$ cat config.mk
export PLATFORM = sky130hd
export DESIGN_NAME = ip_address_text_validator
export DESIGN_NICKNAME = d
export VERILOG_FILES = /design/src/hdl/ipatv_pkg.sv /design/src/hdl/ipatv_front.sv /design/src/hdl/ipatv_queue.sv /design/src/hdl/ipatv_back.sv /design/src/hdl/ip_address_text_validator.sv
export SDC_FILE = /design/constraint.sdc
export NUM_CORES = 1
export LEC_CHECK = 0
export ABC_CLOCK_PERIOD_IN_PS = 6600
export BUFFER_PORTS_ARGS = -buffer_cell sky130_fd_sc_hd__buf_2
export CELL_PAD_IN_SITES_DETAIL_PLACEMENT = 0
export CELL_PAD_IN_SITES_GLOBAL_PLACEMENT = 2
export CORE_AREA = 3 3 88 90
export DETAILED_ROUTE_END_ITERATION = 7
export DIE_AREA = 0 0 91 93
export PLACE_DENSITY = 0.82
export SLEW_MARGIN = 20
export SYNTH_ARGS = -nofsm -noshare
export SYNTH_HDL_FRONTEND = slang
export SYNTH_SLANG_ARGS = --single-unit
$ cat constraint.sdc
create_clock -name i_clk -period 6.6 [get_ports i_clk]
set_input_delay 0 -clock i_clk [delete_from_list [all_inputs] [get_ports i_clk]]
set_output_delay 0 -clock i_clk [all_outputs]
set_load 0.05 [all_outputs]
$ cat src/hdl/ipatv_pkg.sv
// Package for the IP address text validator.
// Holds the character class item, address kind and verdict codes, limits and group checks.
// No dependencies.
package ipatv_pkg;

    localparam int QUEUE_DEPTH = 2;

    localparam logic [9:0]  V4_MAX_VALUE    = 10'd255;
    localparam logic [9:0]  VALUE_SATURATED = 10'd1023;
    localparam logic [2:0]  V4_MAX_DIGITS   = 3'd3;
    localparam logic [2:0]  V6_MAX_DIGITS   = 3'd4;
    localparam logic [3:0]  V4_SEPARATORS   = 4'd3;
    localparam logic [3:0]  V6_SEPARATORS   = 4'd7;
    localparam logic [13:0] DECIMAL_SCALE   = 14'd10;

    typedef enum logic [2:0] {
        CH_DOT,
        CH_COLON,
        CH_DIGIT,
        CH_LETTER,
        CH_OTHER
    } t_char_kind;

    typedef enum logic [1:0] {
        KIND_UNDECIDED,
        KIND_V4,
        KIND_V6,
        KIND_REJECTED
    } t_addr_kind;

    typedef enum logic [1:0] {
        VERDICT_NEITHER,
        VERDICT_V4,
        VERDICT_V6
    } t_verdict;

    typedef struct packed {
        t_char_kind kind;
        logic [3:0] digit;
        logic       last;
    } t_char_item;

    function automatic logic v4_group_ok(
        input logic [2:0] digit_count,
        input logic [9:0] group_value,
        input logic       leading_zero
    );
        return (digit_count >= 3'd1) && (digit_count <= V4_MAX_DIGITS) &&
               (group_value <= V4_MAX_VALUE) &&
               !(leading_zero && (digit_count > 3'd1));
    endfunction

    function automatic logic v6_group_ok(input logic [2:0] digit_count);
        return (digit_count >= 3'd1) && (digit_count <= V6_MAX_DIGITS);
    endfunction

endpackage

$ cat src/hdl/ipatv_front.sv
// Front end: classifies each accepted character and pushes it into the queue.
// Depends on ipatv_pkg.
module ipatv_front (
    input  logic                  i_valid,
    output logic                  o_ready,
    input  logic [7:0]            i_character,
    input  logic                  i_last,
    input  logic                  i_full,
    output logic                  o_push,
    output ipatv_pkg::t_char_item o_item
);

    always_comb begin
        o_item.digit = i_character[3:0];
        o_item.last  = i_last;
        priority if (i_character == 8'h2E) begin
            o_item.kind = ipatv_pkg::CH_DOT;
        end else if (i_character == 8'h3A) begin
            o_item.kind = ipatv_pkg::CH_COLON;
        end else if ((i_character >= 8'h30) && (i_character <= 8'h39)) begin
            o_item.kind = ipatv_pkg::CH_DIGIT;
        end else if (((i_character >= 8'h61) && (i_character <= 8'h66)) ||
                     ((i_character >= 8'h41) && (i_character <= 8'h46))) begin
            o_item.kind = ipatv_pkg::CH_LETTER;
        end else begin
            o_item.kind = ipatv_pkg::CH_OTHER;
        end
    end

    assign o_ready = !i_full;
    assign o_push  = i_valid && !i_full;

endmodule

$ cat src/hdl/ipatv_queue.sv
// Short queue between front and back end.
// Generic width and depth; no package dependency.
module ipatv_queue #(
    parameter int WIDTH = 8,
    parameter int DEPTH = 2
) (
    input  logic             i_clk,
    input  logic             i_rst_n,
    input  logic             i_push,
    input  logic [WIDTH-1:0] i_wr_data,
    input  logic             i_pop,
    output logic [WIDTH-1:0] o_rd_data,
    output logic             o_full,
    output logic             o_empty
);

    localparam int PTR_W = (DEPTH > 1) ? $clog2(DEPTH) : 1;
    localparam int CNT_W = $clog2(DEPTH + 1);

    logic [WIDTH-1:0] r_mem [DEPTH];
    logic [PTR_W-1:0] r_wr_ptr, n_wr_ptr;
    logic [PTR_W-1:0] r_rd_ptr, n_rd_ptr;
    logic [CNT_W-1:0] r_count,  n_count;

    function automatic logic [PTR_W-1:0] next_ptr(input logic [PTR_W-1:0] ptr);
        return (ptr == PTR_W'(DEPTH - 1)) ? '0 : ptr + 1'b1;
    endfunction

    always_comb begin
        n_wr_ptr = i_push ? next_ptr(r_wr_ptr) : r_wr_ptr;
        n_rd_ptr = i_pop  ? next_ptr(r_rd_ptr) : r_rd_ptr;
        n_count  = r_count;
        if (i_push && !i_pop) begin
            n_count = r_count + 1'b1;
        end else if (!i_push && i_pop) begin
            n_count = r_count - 1'b1;
        end
    end

    always_ff @(posedge i_clk) begin
        if (!i_rst_n) begin
            r_wr_ptr <= '0;
            r_rd_ptr <= '0;
            r_count  <= '0;
        end else begin
            r_wr_ptr <= n_wr_ptr;
            r_rd_ptr <= n_rd_ptr;
            r_count  <= n_count;
        end
    end

    always_ff @(posedge i_clk) begin
        if (i_push) begin
            r_mem[r_wr_ptr] <= i_wr_data;
        end
    end

    assign o_rd_data = r_mem[r_rd_ptr];
    assign o_full    = (r_count == CNT_W'(DEPTH));
    assign o_empty   = (r_count == '0);

endmodule

$ cat src/hdl/ipatv_back.sv
// Back end: tracks address kind, group count and group contents; registers the verdict.
// Depends on ipatv_pkg.
module ipatv_back (
    input  logic                  i_clk,
    input  logic                  i_rst_n,
    input  ipatv_pkg::t_char_item i_item,
    input  logic                  i_avail,
    output logic                  o_pop,
    output logic                  o_valid,
    input  logic                  i_ready,
    output logic [1:0]            o_verdict
);

    ipatv_pkg::t_addr_kind r_kind, n_kind;
    logic [3:0]            r_group_count, n_group_count;
    logic [2:0]            r_digit_count, n_digit_count;
    logic [9:0]            r_group_value, n_group_value;
    logic                  r_leading_zero, n_leading_zero;
    logic                  r_out_valid;
    ipatv_pkg::t_verdict   r_verdict, n_verdict;
    logic [13:0]           w_scaled;

    assign o_pop    = i_avail && (!i_item.last || !r_out_valid || i_ready);
    assign w_scaled = {4'b0, r_group_value} * ipatv_pkg::DECIMAL_SCALE +
                      {10'b0, i_item.digit};

    always_comb begin
        n_kind         = r_kind;
        n_group_count  = r_group_count;
        n_digit_count  = r_digit_count;
        n_group_value  = r_group_value;
        n_leading_zero = r_leading_zero;
        n_verdict      = ipatv_pkg::VERDICT_NEITHER;

        if (r_kind != ipatv_pkg::KIND_REJECTED) begin
            unique case (i_item.kind)
                ipatv_pkg::CH_DOT: begin
                    if ((r_kind == ipatv_pkg::KIND_V6) ||
                        !ipatv_pkg::v4_group_ok(r_digit_count, r_group_value,
                                                r_leading_zero) ||
                        (r_group_count >= ipatv_pkg::V4_SEPARATORS)) begin
                        n_kind = ipatv_pkg::KIND_REJECTED;
                    end else begin
                        n_kind         = ipatv_pkg::KIND_V4;
                        n_group_count  = r_group_count + 1'b1;
                        n_digit_count  = '0;
                        n_group_value  = '0;
                        n_leading_zero = 1'b0;
                    end
                end
                ipatv_pkg::CH_COLON: begin
                    if ((r_kind == ipatv_pkg::KIND_V4) ||
                        !ipatv_pkg::v6_group_ok(r_digit_count) ||
                        (r_group_count >= ipatv_pkg::V6_SEPARATORS)) begin
                        n_kind = ipatv_pkg::KIND_REJECTED;
                    end else begin
                        n_kind         = ipatv_pkg::KIND_V6;
                        n_group_count  = r_group_count + 1'b1;
                        n_digit_count  = '0;
                        n_group_value  = '0;
                        n_leading_zero = 1'b0;
                    end
                end
                ipatv_pkg::CH_DIGIT, ipatv_pkg::CH_LETTER: begin
                    if (((r_kind == ipatv_pkg::KIND_V4) &&
                         (i_item.kind == ipatv_pkg::CH_LETTER)) ||
                        (r_digit_count >= ipatv_pkg::V6_MAX_DIGITS)) begin
                        n_kind = ipatv_pkg::KIND_REJECTED;
                    end else begin
                        if ((r_digit_count == '0) && (i_item.kind == ipatv_pkg::CH_DIGIT) &&
                            (i_item.digit == 4'd0)) begin
                            n_leading_zero = 1'b1;
                        end
                        n_digit_count = r_digit_count + 1'b1;
                        if ((i_item.kind == ipatv_pkg::CH_LETTER) ||
                            (w_scaled > {4'b0, ipatv_pkg::VALUE_SATURATED})) begin
                            n_group_value = ipatv_pkg::VALUE_SATURATED;
                        end else begin
                            n_group_value = w_scaled[9:0];
                        end
                    end
                end
                default: begin
                    n_kind = ipatv_pkg::KIND_REJECTED;
                end
            endcase
        end

        if (i_item.last) begin
            if ((n_kind == ipatv_pkg::KIND_V4) &&
                ipatv_pkg::v4_group_ok(n_digit_count, n_group_value, n_leading_zero) &&
                (n_group_count == ipatv_pkg::V4_SEPARATORS)) begin
                n_verdict = ipatv_pkg::VERDICT_V4;
            end else if ((n_kind == ipatv_pkg::KIND_V6) &&
                         ipatv_pkg::v6_group_ok(n_digit_count) &&
                         (n_group_count == ipatv_pkg::V6_SEPARATORS)) begin
                n_verdict = ipatv_pkg::VERDICT_V6;
            end
            n_kind         = ipatv_pkg::KIND_UNDECIDED;
            n_group_count  = '0;
            n_digit_count  = '0;
            n_group_value  = '0;
            n_leading_zero = 1'b0;
        end
    end

    always_ff @(posedge i_clk) begin
        if (!i_rst_n) begin
            r_kind         <= ipatv_pkg::KIND_UNDECIDED;
            r_group_count  <= '0;
            r_digit_count  <= '0;
            r_group_value  <= '0;
            r_leading_zero <= 1'b0;
            r_out_valid    <= 1'b0;
        end else begin
            if (o_pop) begin
                r_kind         <= n_kind;
                r_group_count  <= n_group_count;
                r_digit_count  <= n_digit_count;
                r_group_value  <= n_group_value;
                r_leading_zero <= n_leading_zero;
            end
            if (o_pop && i_item.last) begin
                r_out_valid <= 1'b1;
            end else if (i_ready) begin
                r_out_valid <= 1'b0;
            end
        end
    end

    always_ff @(posedge i_clk) begin
        if (o_pop && i_item.last) begin
            r_verdict <= n_verdict;
        end
    end

    assign o_valid   = r_out_valid;
    assign o_verdict = r_verdict;

endmodule

$ cat src/hdl/ip_address_text_validator.sv
// The last character is written into the queue; the back end pops it and registers
// the verdict and raises o_valid. Throughput: one character per cycle; the back end
// updates its group state once per cycle and stalls only while a verdict waits on i_ready.
// Reset: i_rst_n synchronous, active low; clears queue, address state and output valid.
// Top level; depends on ipatv_pkg, ipatv_front, ipatv_queue and ipatv_back.
module ip_address_text_validator #(
    parameter int QUEUE_DEPTH = ipatv_pkg::QUEUE_DEPTH
) (
    input  logic       i_clk,
    input  logic       i_rst_n,
    input  logic       i_valid,
    output logic       o_ready,
    input  logic [7:0] i_character,
    input  logic       i_last,
    output logic       o_valid,
    input  logic       i_ready,
    output logic [1:0] o_verdict
);

    localparam int ITEM_W = $bits(ipatv_pkg::t_char_item);

    ipatv_pkg::t_char_item w_front_item;
    ipatv_pkg::t_char_item w_back_item;
    logic [ITEM_W-1:0]     w_rd_data;
    logic                  w_push;
    logic                  w_pop;
    logic                  w_full;
    logic                  w_empty;

    ipatv_front u_front (
        .i_valid     (i_valid),
        .o_ready     (o_ready),
        .i_character (i_character),
        .i_last      (i_last),
        .i_full      (w_full),
        .o_push      (w_push),
        .o_item      (w_front_item)
    );

    ipatv_queue #(
        .WIDTH (ITEM_W),
        .DEPTH (QUEUE_DEPTH)
    ) u_queue (
        .i_clk     (i_clk),
        .i_rst_n   (i_rst_n),
        .i_push    (w_push),
        .i_wr_data (ITEM_W'(w_front_item)),
        .i_pop     (w_pop),
        .o_rd_data (w_rd_data),
        .o_full    (w_full),
        .o_empty   (w_empty)
    );

    assign w_back_item = ipatv_pkg::t_char_item'(w_rd_data);

    ipatv_back u_back (
        .i_clk     (i_clk),
        .i_rst_n   (i_rst_n),
        .i_item    (w_back_item),
        .i_avail   (!w_empty),
        .o_pop     (w_pop),
        .o_valid   (o_valid),
        .i_ready   (i_ready),
        .o_verdict (o_verdict)
    );

`ifndef SYNTHESIS
    a_verdict_code: assert property (@(posedge i_clk) disable iff (!i_rst_n)
        o_valid |-> (o_verdict != 2'd3))
        else $error("verdict code out of range");

    a_queue_flags: assert property (@(posedge i_clk) disable iff (!i_rst_n)
        !(w_full && w_empty))
        else $error("queue full and empty at once");

    a_stall_cause: assert property (@(posedge i_clk) disable iff (!i_rst_n)
        (!w_empty && !w_pop) |-> (o_valid && !i_ready))
        else $error("back end stalled without a waiting verdict");

    a_verdict_after_last: assert property (@(posedge i_clk) disable iff (!i_rst_n)
        (w_pop && w_back_item.last) |=> o_valid)
        else $error("last character popped without a verdict");
`endif

endmodule
; ---- Word level (Yosys, flattened, before mapping)
; Memory sizes are Yosys's and may differ from the RTL's. A register that Yosys moved wholly into a read port is not among the register bits.
; Cells that the tools add are included.
[word_totals]
regBits = 27
ramBits = 16
mem_count = 1
[op_classes]
n_addsub = 7
mul = 1
magnitude_cmp = 20
n_eq_ne = 13
muxes = 47
bitwise = 1
reduce_logical = 52
[mem_list]
columns = name, depth, width, rd, rd_clocked_by_memory_dff, wr, line_no
row1 = u_queue.r_mem, 2, 8, 1, 1, 1, ipatv_queue.sv:20  ; logic [WIDTH-1:0] r_mem [DEPTH];
[op_table]
columns = cell, n
row1 = 10-bit two-way mux, 6
row2 = 10-bit one-hot mux with 3 select lines, 1
row3 = 3-bit two-way mux, 9
row4 = 1-bit logical AND, 25
row5 = 10-bit by 8-bit <= comparator with 1-bit output (second input constant), 2
row6 = 8-bit by 6-bit equality test with 1-bit output (second input constant), 2
row7 = 8-bit by 7-bit >= comparator with 1-bit output (second input constant), 2
row8 = 8-bit by 7-bit <= comparator with 1-bit output (second input constant), 2
row9 = 1-bit two-way mux, 16
row10 = 4-bit two-way mux, 4
row11 = 14-bit by 4-bit adder with 14-bit output, 1
row12 = 14-bit by 10-bit > comparator with 1-bit output (second input constant), 1
row13 = 2-bit two-way mux, 7
row14 = 10-bit by 3-bit multiplier with 13-bit output (second input constant), 1
row15 = 1-bit zero test, 10
row16 = 1-bit logical OR, 9
row17 = 3-bit one-hot mux with 3 select lines, 1
row18 = 8-bit by 6-bit >= comparator with 1-bit output (second input constant), 1
row19 = 8-bit by 6-bit <= comparator with 1-bit output (second input constant), 1
row20 = 4-bit one-hot mux with 2 select lines, 1
row21 = 2-bit equality test (second input constant), 3
row22 = 3-bit by 2-bit equality test with 1-bit output (second input constant), 2
row23 = 3-bit by 1-bit >= comparator with 1-bit output (second input constant), 2
row24 = 3-bit by 1-bit > comparator with 1-bit output (second input constant), 2
row25 = other kinds (23), 30

; ---- Logic depth before layout (Yosys ltp)
[depth]
depth_word = 17
ltp_mapped = 12
depth_no_buf = 12

; ---- Cells and area by module
; Synthesis repeated with hierarchy kept, for this count alone.
[hier_totals]
hier_cells = 356
area_unflattened_um2 = 3343.2
[modules_own_cells]
columns = module, instances, cells_each, area_each_um2, seq_area_each_um2
row1 = ipatv_back, 1, 280, 2338.5, 480.5
row2 = ipatv_queue, 1, 47, 794.5, 580.6
row3 = ipatv_front, 1, 28, 206.4, 0.0
row4 = ip_address_text_validator, 1, 1, 3.8, 0.0

; ---- Worst setup path after synthesis
; OpenSTA, ideal clock, no wires.
[synth_timing]
kind = flip-flop to flip-flop
startpoint = register u_back.r_group_value[1]
endpoint = register u_back.r_verdict[0], in the netlist u_back.o_verdict[0], data pin
setup_ps = 184
t_arrival_ps = 2760
t_required_ps = 6416
setup_slack_ps = 3656
stages_incl_launch_ff = 12
path_buffers = 0
synth_period_minus_slack_ps = 2944
cell_sequence = dfxtp_1 -> ha_1 -> ha_1 -> inv_1 -> fa_1 -> nor2b_1 -> nand2_1 -> nor4_1 -> nand4_1 -> mux2i_1 -> nand4_1 -> a2111oi_4
[synth_via]
elab_chain_len = 16
elab_cells_between_ends = 42
classes_between = add/sub: 1 / mul: 1 / order compare: 6 / eq/ne: 2 / mux: 19 / reduce/logical: 13
[synth_lines]
columns = item, line_no
row1 = from (decl), ipatv_back.sv:17  ; logic [9:0] r_group_value, n_group_value;
row2 = from (signal assigned), ipatv_back.sv:120  ; r_group_value <= n_group_value;
row3 = "parallel branches: the longest is 14 deep, another holds 14-bit by 4-bit adder with 14-bit output", --
row4 = 1-bit logical AND (*), ipatv_back.sv:91  ; ipatv_pkg::v4_group_ok(n_digit_count, n_group_value, n_leading_zero) &&
row5 = 1-bit two-way mux (*), ipatv_back.sv:90  ; if ((n_kind == ipatv_pkg::KIND_V4) &&
row6 = to (signal assigned), ipatv_back.sv:133  ; r_verdict <= n_verdict;
row7 = to (decl), ipatv_back.sv:20  ; ipatv_pkg::t_verdict r_verdict, n_verdict;
; Mark *: on every way between the ends.
; A chain may end at the register's enable or synchronous reset.

; ---- Worst setup path in the final report
; Same ends and word-level chain as after synthesis.

==> results.rst <==
.. list-table::
   :header-rows: 1

   * - Metric
     - Value
   * - X dimension of the die
     - 91 µm
   * - Clock-pin slew on the worst setup and hold paths
     - about 0.09 ns
   * - Number of buffers inserted during clock tree synthesis
     - 5
   * - Worst skew pair latency
     - 0.31 ns
   * - Yosys synthesis warning count
     - 0
   * - Via count of the first global-routing pass
     - 2,286
   * - Clock tree buffer depth
     - 2
   * - Worst Hold Depth
     - 3
   * - Post-route DRC
     - 0
   * - Core box area
     - 7140 µm²
   * - Iter 0 DRT Violations
     - 131
   * - Clock net sink count
     - 44
   * - Floorplan die height
     - 93 µm
   * - Required time worst endpoint
     - about 6.7 ns
   * - Area of the mapped netlist
     - 2940 µm²
   * - Reg2Reg Depth
     - 11
   * - Synthesized instance count
     - 310
   * - Combinational family with the most area after synthesis
     - simple AND/OR/NAND/NOR gates
   * - Total vias in the final route
     - around 2.3k
   * - Number of synthesized register bits
     - 44
   * - Per-cell via count in the routed design
     - ~5.3
   * - TritonCTS clock tree
     - built
   * - Worst VDD drop
     - 0.146 mV
   * - Remaining max-slew budget at the tightest pin
     - 48.4%
   * - Number of port buffers
     - 16
   * - Fraction of the cycle the final worst path needs
     - 48.7%
   * - Highest Clock Rate
     - 311 MHz
   * - Detailed-routing iteration count for the pre-antenna-repair pass
     - 4
   * - Element type at the critical path start
     - flip-flop
   * - XOR/XNOR Fraction of Synth Area
     - 4.18%
   * - Complex-gate fraction of the synthesized area
     - approximately 20%
   * - Endpoint of the worst register-to-register path
     - u_back.o_verdict[0]
   * - Number of maximum-capacitance violations
     - 0
   * - Crit path max fanout
     - 5
   * - Final-layout fill cell count
     - 747
   * - Power density over cell area
     - 259 nW/µm²
   * - Average detailed-routed wire length per instance
     - 14.7 µm
   * - Worst setup path class
     - flip-flop to flip-flop
   * - Min-Delay Path Class
     - primary input to flip-flop
   * - Count of pins over their slew limit
     - 0
   * - Outcome
     - completed
   * - Post-synth cell types
     - 60
   * - Post-synthesis share of cell area spent on full adders, half adders and majority gates
     - around an eighth
   * - Transition time at the pin with the least slew margin
     - 0.765 ns
   * - Top-level I/O count
     - 17
   * - Setup violation total in the final timing report
     - 0
   * - Fraction of synthesis flops using an asynchronous set or reset pin
     - 0%
   * - Clock Tree Root
     - sky130_fd_sc_hd__clkbuf_8
   * - Initial cell density of the core
     - 41.1%
   * - Setup slack, reg-to-reg
     - 3.39 ns
   * - Initial antenna violation count
     - 0
   * - Unrepaired setup endpoints after global routing
     - false
   * - Overflow left after global routing
     - 0
   * - Data arrival time of the critical path
     - about 3.3 ns
   * - Number of enable flip-flop cells after synthesis
     - 18
   * - Worst min-delay path endpoint
     - u_back.o_valid
   * - Share of final-layout standard cells stronger than drive strength 1
     - 12.8%
   * - Final critical-path required period
     - 3.21 ns
   * - Top flip-flop cell by instance count after synthesis
     - sky130_fd_sc_hd__dfxtp_1
   * - Die area
     - 8460 µm²
   * - Tot Pwr
     - around 0.00085 W
   * - Area delta synth->final
     - 12.1%
   * - Post-Synthesis Net Count
     - 350
   * - Half-perimeter wire length after placement
     - 4.90 mm
   * - Capturing element type of the critical path
     - flip-flop
   * - Total Wirelength
     - around 6.4 mm
   * - Post-layout net count
     - 374
   * - Count of standard-cell rows
     - 31
   * - Yosys top cell area share
     - 18.4%
   * - Setup TNS after final layout
     - 0 ns
   * - Worst r2r src
     - u_back.r_group_value[1]
   * - Most area-hungry cell type in the Yosys netlist
     - sky130_fd_sc_hd__edfxtp_1
   * - Start point of the worst min-delay path
     - i_ready
   * - Avg Cell Area, Syn
     - roughly 9.5 µm²
   * - Final weighted congestion of routability-driven global placement
     - 0.780
   * - Final cell utilization of the core
     - 46.1%
   * - All-Layer GR Usage
     - roughly 16%
   * - First-pass GRT wire length
     - 11.1 mm
   * - Clk_skew
     - 0.00990 ns
   * - Area contributors post-synth
     - sky130_fd_sc_hd__edfxtp_1, sky130_fd_sc_hd__dfxtp_1, sky130_fd_sc_hd__ha_1
   * - Multiplexer fraction of the synthesized cell area
     - 3.62%
   * - H-tree depth
     - 2
   * - Leakage Power
     - 1.30 nW
   * - Pin count of the biggest net entering global routing
     - 21
   * - Post-cts repair resize count
     - 0
   * - Ant diodes
     - 0
   * - Routed Antenna Nets
     - 0
   * - Final Hold Violating Endpoints
     - 0
   * - Share of the yosys chip area belonging to registers
     - 36.1%
   * - Area share of and/or/nand/nor cells after synthesis
     - between 20 and 25%
cells in the final DEF (no fill, tap or decap), types with 3 or more instances in the layout:
cell,synthesis,routed
sky130_fd_sc_hd__and2_1,10,10
sky130_fd_sc_hd__a21o_1,4,4
sky130_fd_sc_hd__nand2_1,29,29
sky130_fd_sc_hd__o22ai_1,4,4
sky130_fd_sc_hd__o21a_1,4,4
sky130_fd_sc_hd__nor3b_1,3,3
sky130_fd_sc_hd__a211oi_1,7,7
sky130_fd_sc_hd__or2_2,4,4
sky130_fd_sc_hd__nand4_1,3,3
sky130_fd_sc_hd__nand3_1,7,7
sky130_fd_sc_hd__xor2_1,5,5
sky130_fd_sc_hd__edfxtp_1,18,18
sky130_fd_sc_hd__nand2b_1,5,5
sky130_fd_sc_hd__o21ai_0,22,22
sky130_fd_sc_hd__nor2b_1,11,11
sky130_fd_sc_hd__inv_1,10,10
sky130_fd_sc_hd__or3_1,3,3
sky130_fd_sc_hd__a21oi_1,6,6
sky130_fd_sc_hd__dlygate4sd3_1,0,5
sky130_fd_sc_hd__a31oi_1,4,4
sky130_fd_sc_hd__dfxtp_1,26,26
sky130_fd_sc_hd__a22oi_1,4,4
sky130_fd_sc_hd__buf_2,1,16
sky130_fd_sc_hd__mux2i_1,5,5
sky130_fd_sc_hd__clkbuf_8,0,5
sky130_fd_sc_hd__ha_1,25,25
sky130_fd_sc_hd__xnor2_1,9,9
sky130_fd_sc_hd__mux2_2,5,5
sky130_fd_sc_hd__nor2_1,23,23
sky130_fd_sc_hd__nor3_1,8,8
sky130_fd_sc_hd__and3_1,4,4
flip-flops by register name, indices dropped and copies added, names as in the netlist, named ones only:
register               count
u_queue.r_mem             16
u_back.r_group_value      10
u_back.r_group_count       4
u_back.r_digit_count       3
u_back.o_verdict           2
u_back.r_kind              2
u_queue.r_count            2
u_back.o_valid             1
u_back.r_leading_zero      1
u_queue.r_rd_ptr           1
u_queue.r_wr_ptr           1
critical path, stage by stage (launching register included):
cell                        delay (ns)
sky130_fd_sc_hd__dfxtp_1          0.43
sky130_fd_sc_hd__ha_1             0.26
sky130_fd_sc_hd__ha_1             0.21
sky130_fd_sc_hd__inv_1            0.07
sky130_fd_sc_hd__fa_1             0.44
sky130_fd_sc_hd__nor2b_1          0.19
sky130_fd_sc_hd__nand2_1          0.07
sky130_fd_sc_hd__nor4_1           0.32
sky130_fd_sc_hd__nand4_1          0.18
sky130_fd_sc_hd__mux2i_1          0.30
sky130_fd_sc_hd__nand4_1          0.19
sky130_fd_sc_hd__a2111oi_4        0.36
cell type report:
type	instances	area (µm²)	area share (%)
multi-input cells	251	1820	55.2
flip-flops and latches	44	1060	32.2
repair buffers	21	130	3.95
well taps	99	124	3.76
clock buffers	5	68.8	2.09
clock inverters	3	47.5	1.44
inverters	11	41.3	1.25
stage by stage:
step / instance area, µm² / hold WS (ns) / setup slack, ns / std cells
2_1_floorplan: 2940 / 0.0989 / 3.66 / 310
3_3_place_gp: 3120 / 0.192 / 3.44 / 421
3_5_place_dp: 3120 / 0.194 / 3.37 / 421
4_1_cts: 3290 / 0.0227 / 3.37 / 434
5_1_grt: 3290 / 0.0391 / 2.97 / 434
6_report: 3290 / 0.0312 / 3.39 / 434
worst max-delay path by stage:
stage / to / startpoint / slack (ns)
after floorplan: u_back.o_verdict[0] / u_back.r_group_value[1] / 3.66
after global placement: u_back.o_verdict[0] / u_back.r_group_value[1] / 3.44
after detailed placement: u_back.o_verdict[0] / u_back.r_group_value[1] / 3.37
after CTS: u_back.o_verdict[0] / u_back.r_group_value[1] / 3.37
after global routing: u_back.r_group_value[1] / u_back.r_group_value[1] / 2.97
final: u_back.o_verdict[0] / u_back.r_group_value[1] / 3.39
logic make-up after synthesis:
group / count (synthesis)
AO/OA/AOI/OAI: 79
XOR/XNOR: 14
adder cells (fa/ha/maj): 27
buffers and inverters: 15
flip-flops: 44
multiplexers: 10
AND/OR/NAND/NOR: 121
per-layer routing:
metal / wire length, µm / share of wire [%] / global-route usage, % / vias up
met5: 0 / 0 / 0 / -
met4: 64 / 1.0 / 3.77 / 0
met3: 136 / 2.1 / 2.41 / 6
met2: 3010 / 47 / 28.0 / 30
met1: 3190 / 50 / 21.2 / 1064
li1: - / - / - / 1201
power by group:
part | total [W] | leakage [nW] | internal, W | switching (W)
logic | 0.000286 | 0.862 | 0.000108 | 0.000178
clock network | 0.000214 | 0.0583 | 0.000114 | 0.000100
registers | 0.000353 | 0.378 | 0.000320 | 0.0000329
total | 0.000854 | 1.30 | 0.000542 | 0.000311
synth_stat cells, drive strengths merged (7+ instances only):
library cell	n
nand2	29
ha	25
and2	10
xnor2	9
inv	10
a211oi	8
edfxtp	18
nor2b	11
nand3	7
nor3	8
nor2	23
dfxtp	26
a21oi	7
o21ai	22
repair_timing:
action	CTS	global route
hold endpoints to repair	10	0
setup endpoints to repair	0	0
hold buffers	5	0
buffers inserted	0	0
Note: power is estimated with default switching activity, not from simulation.
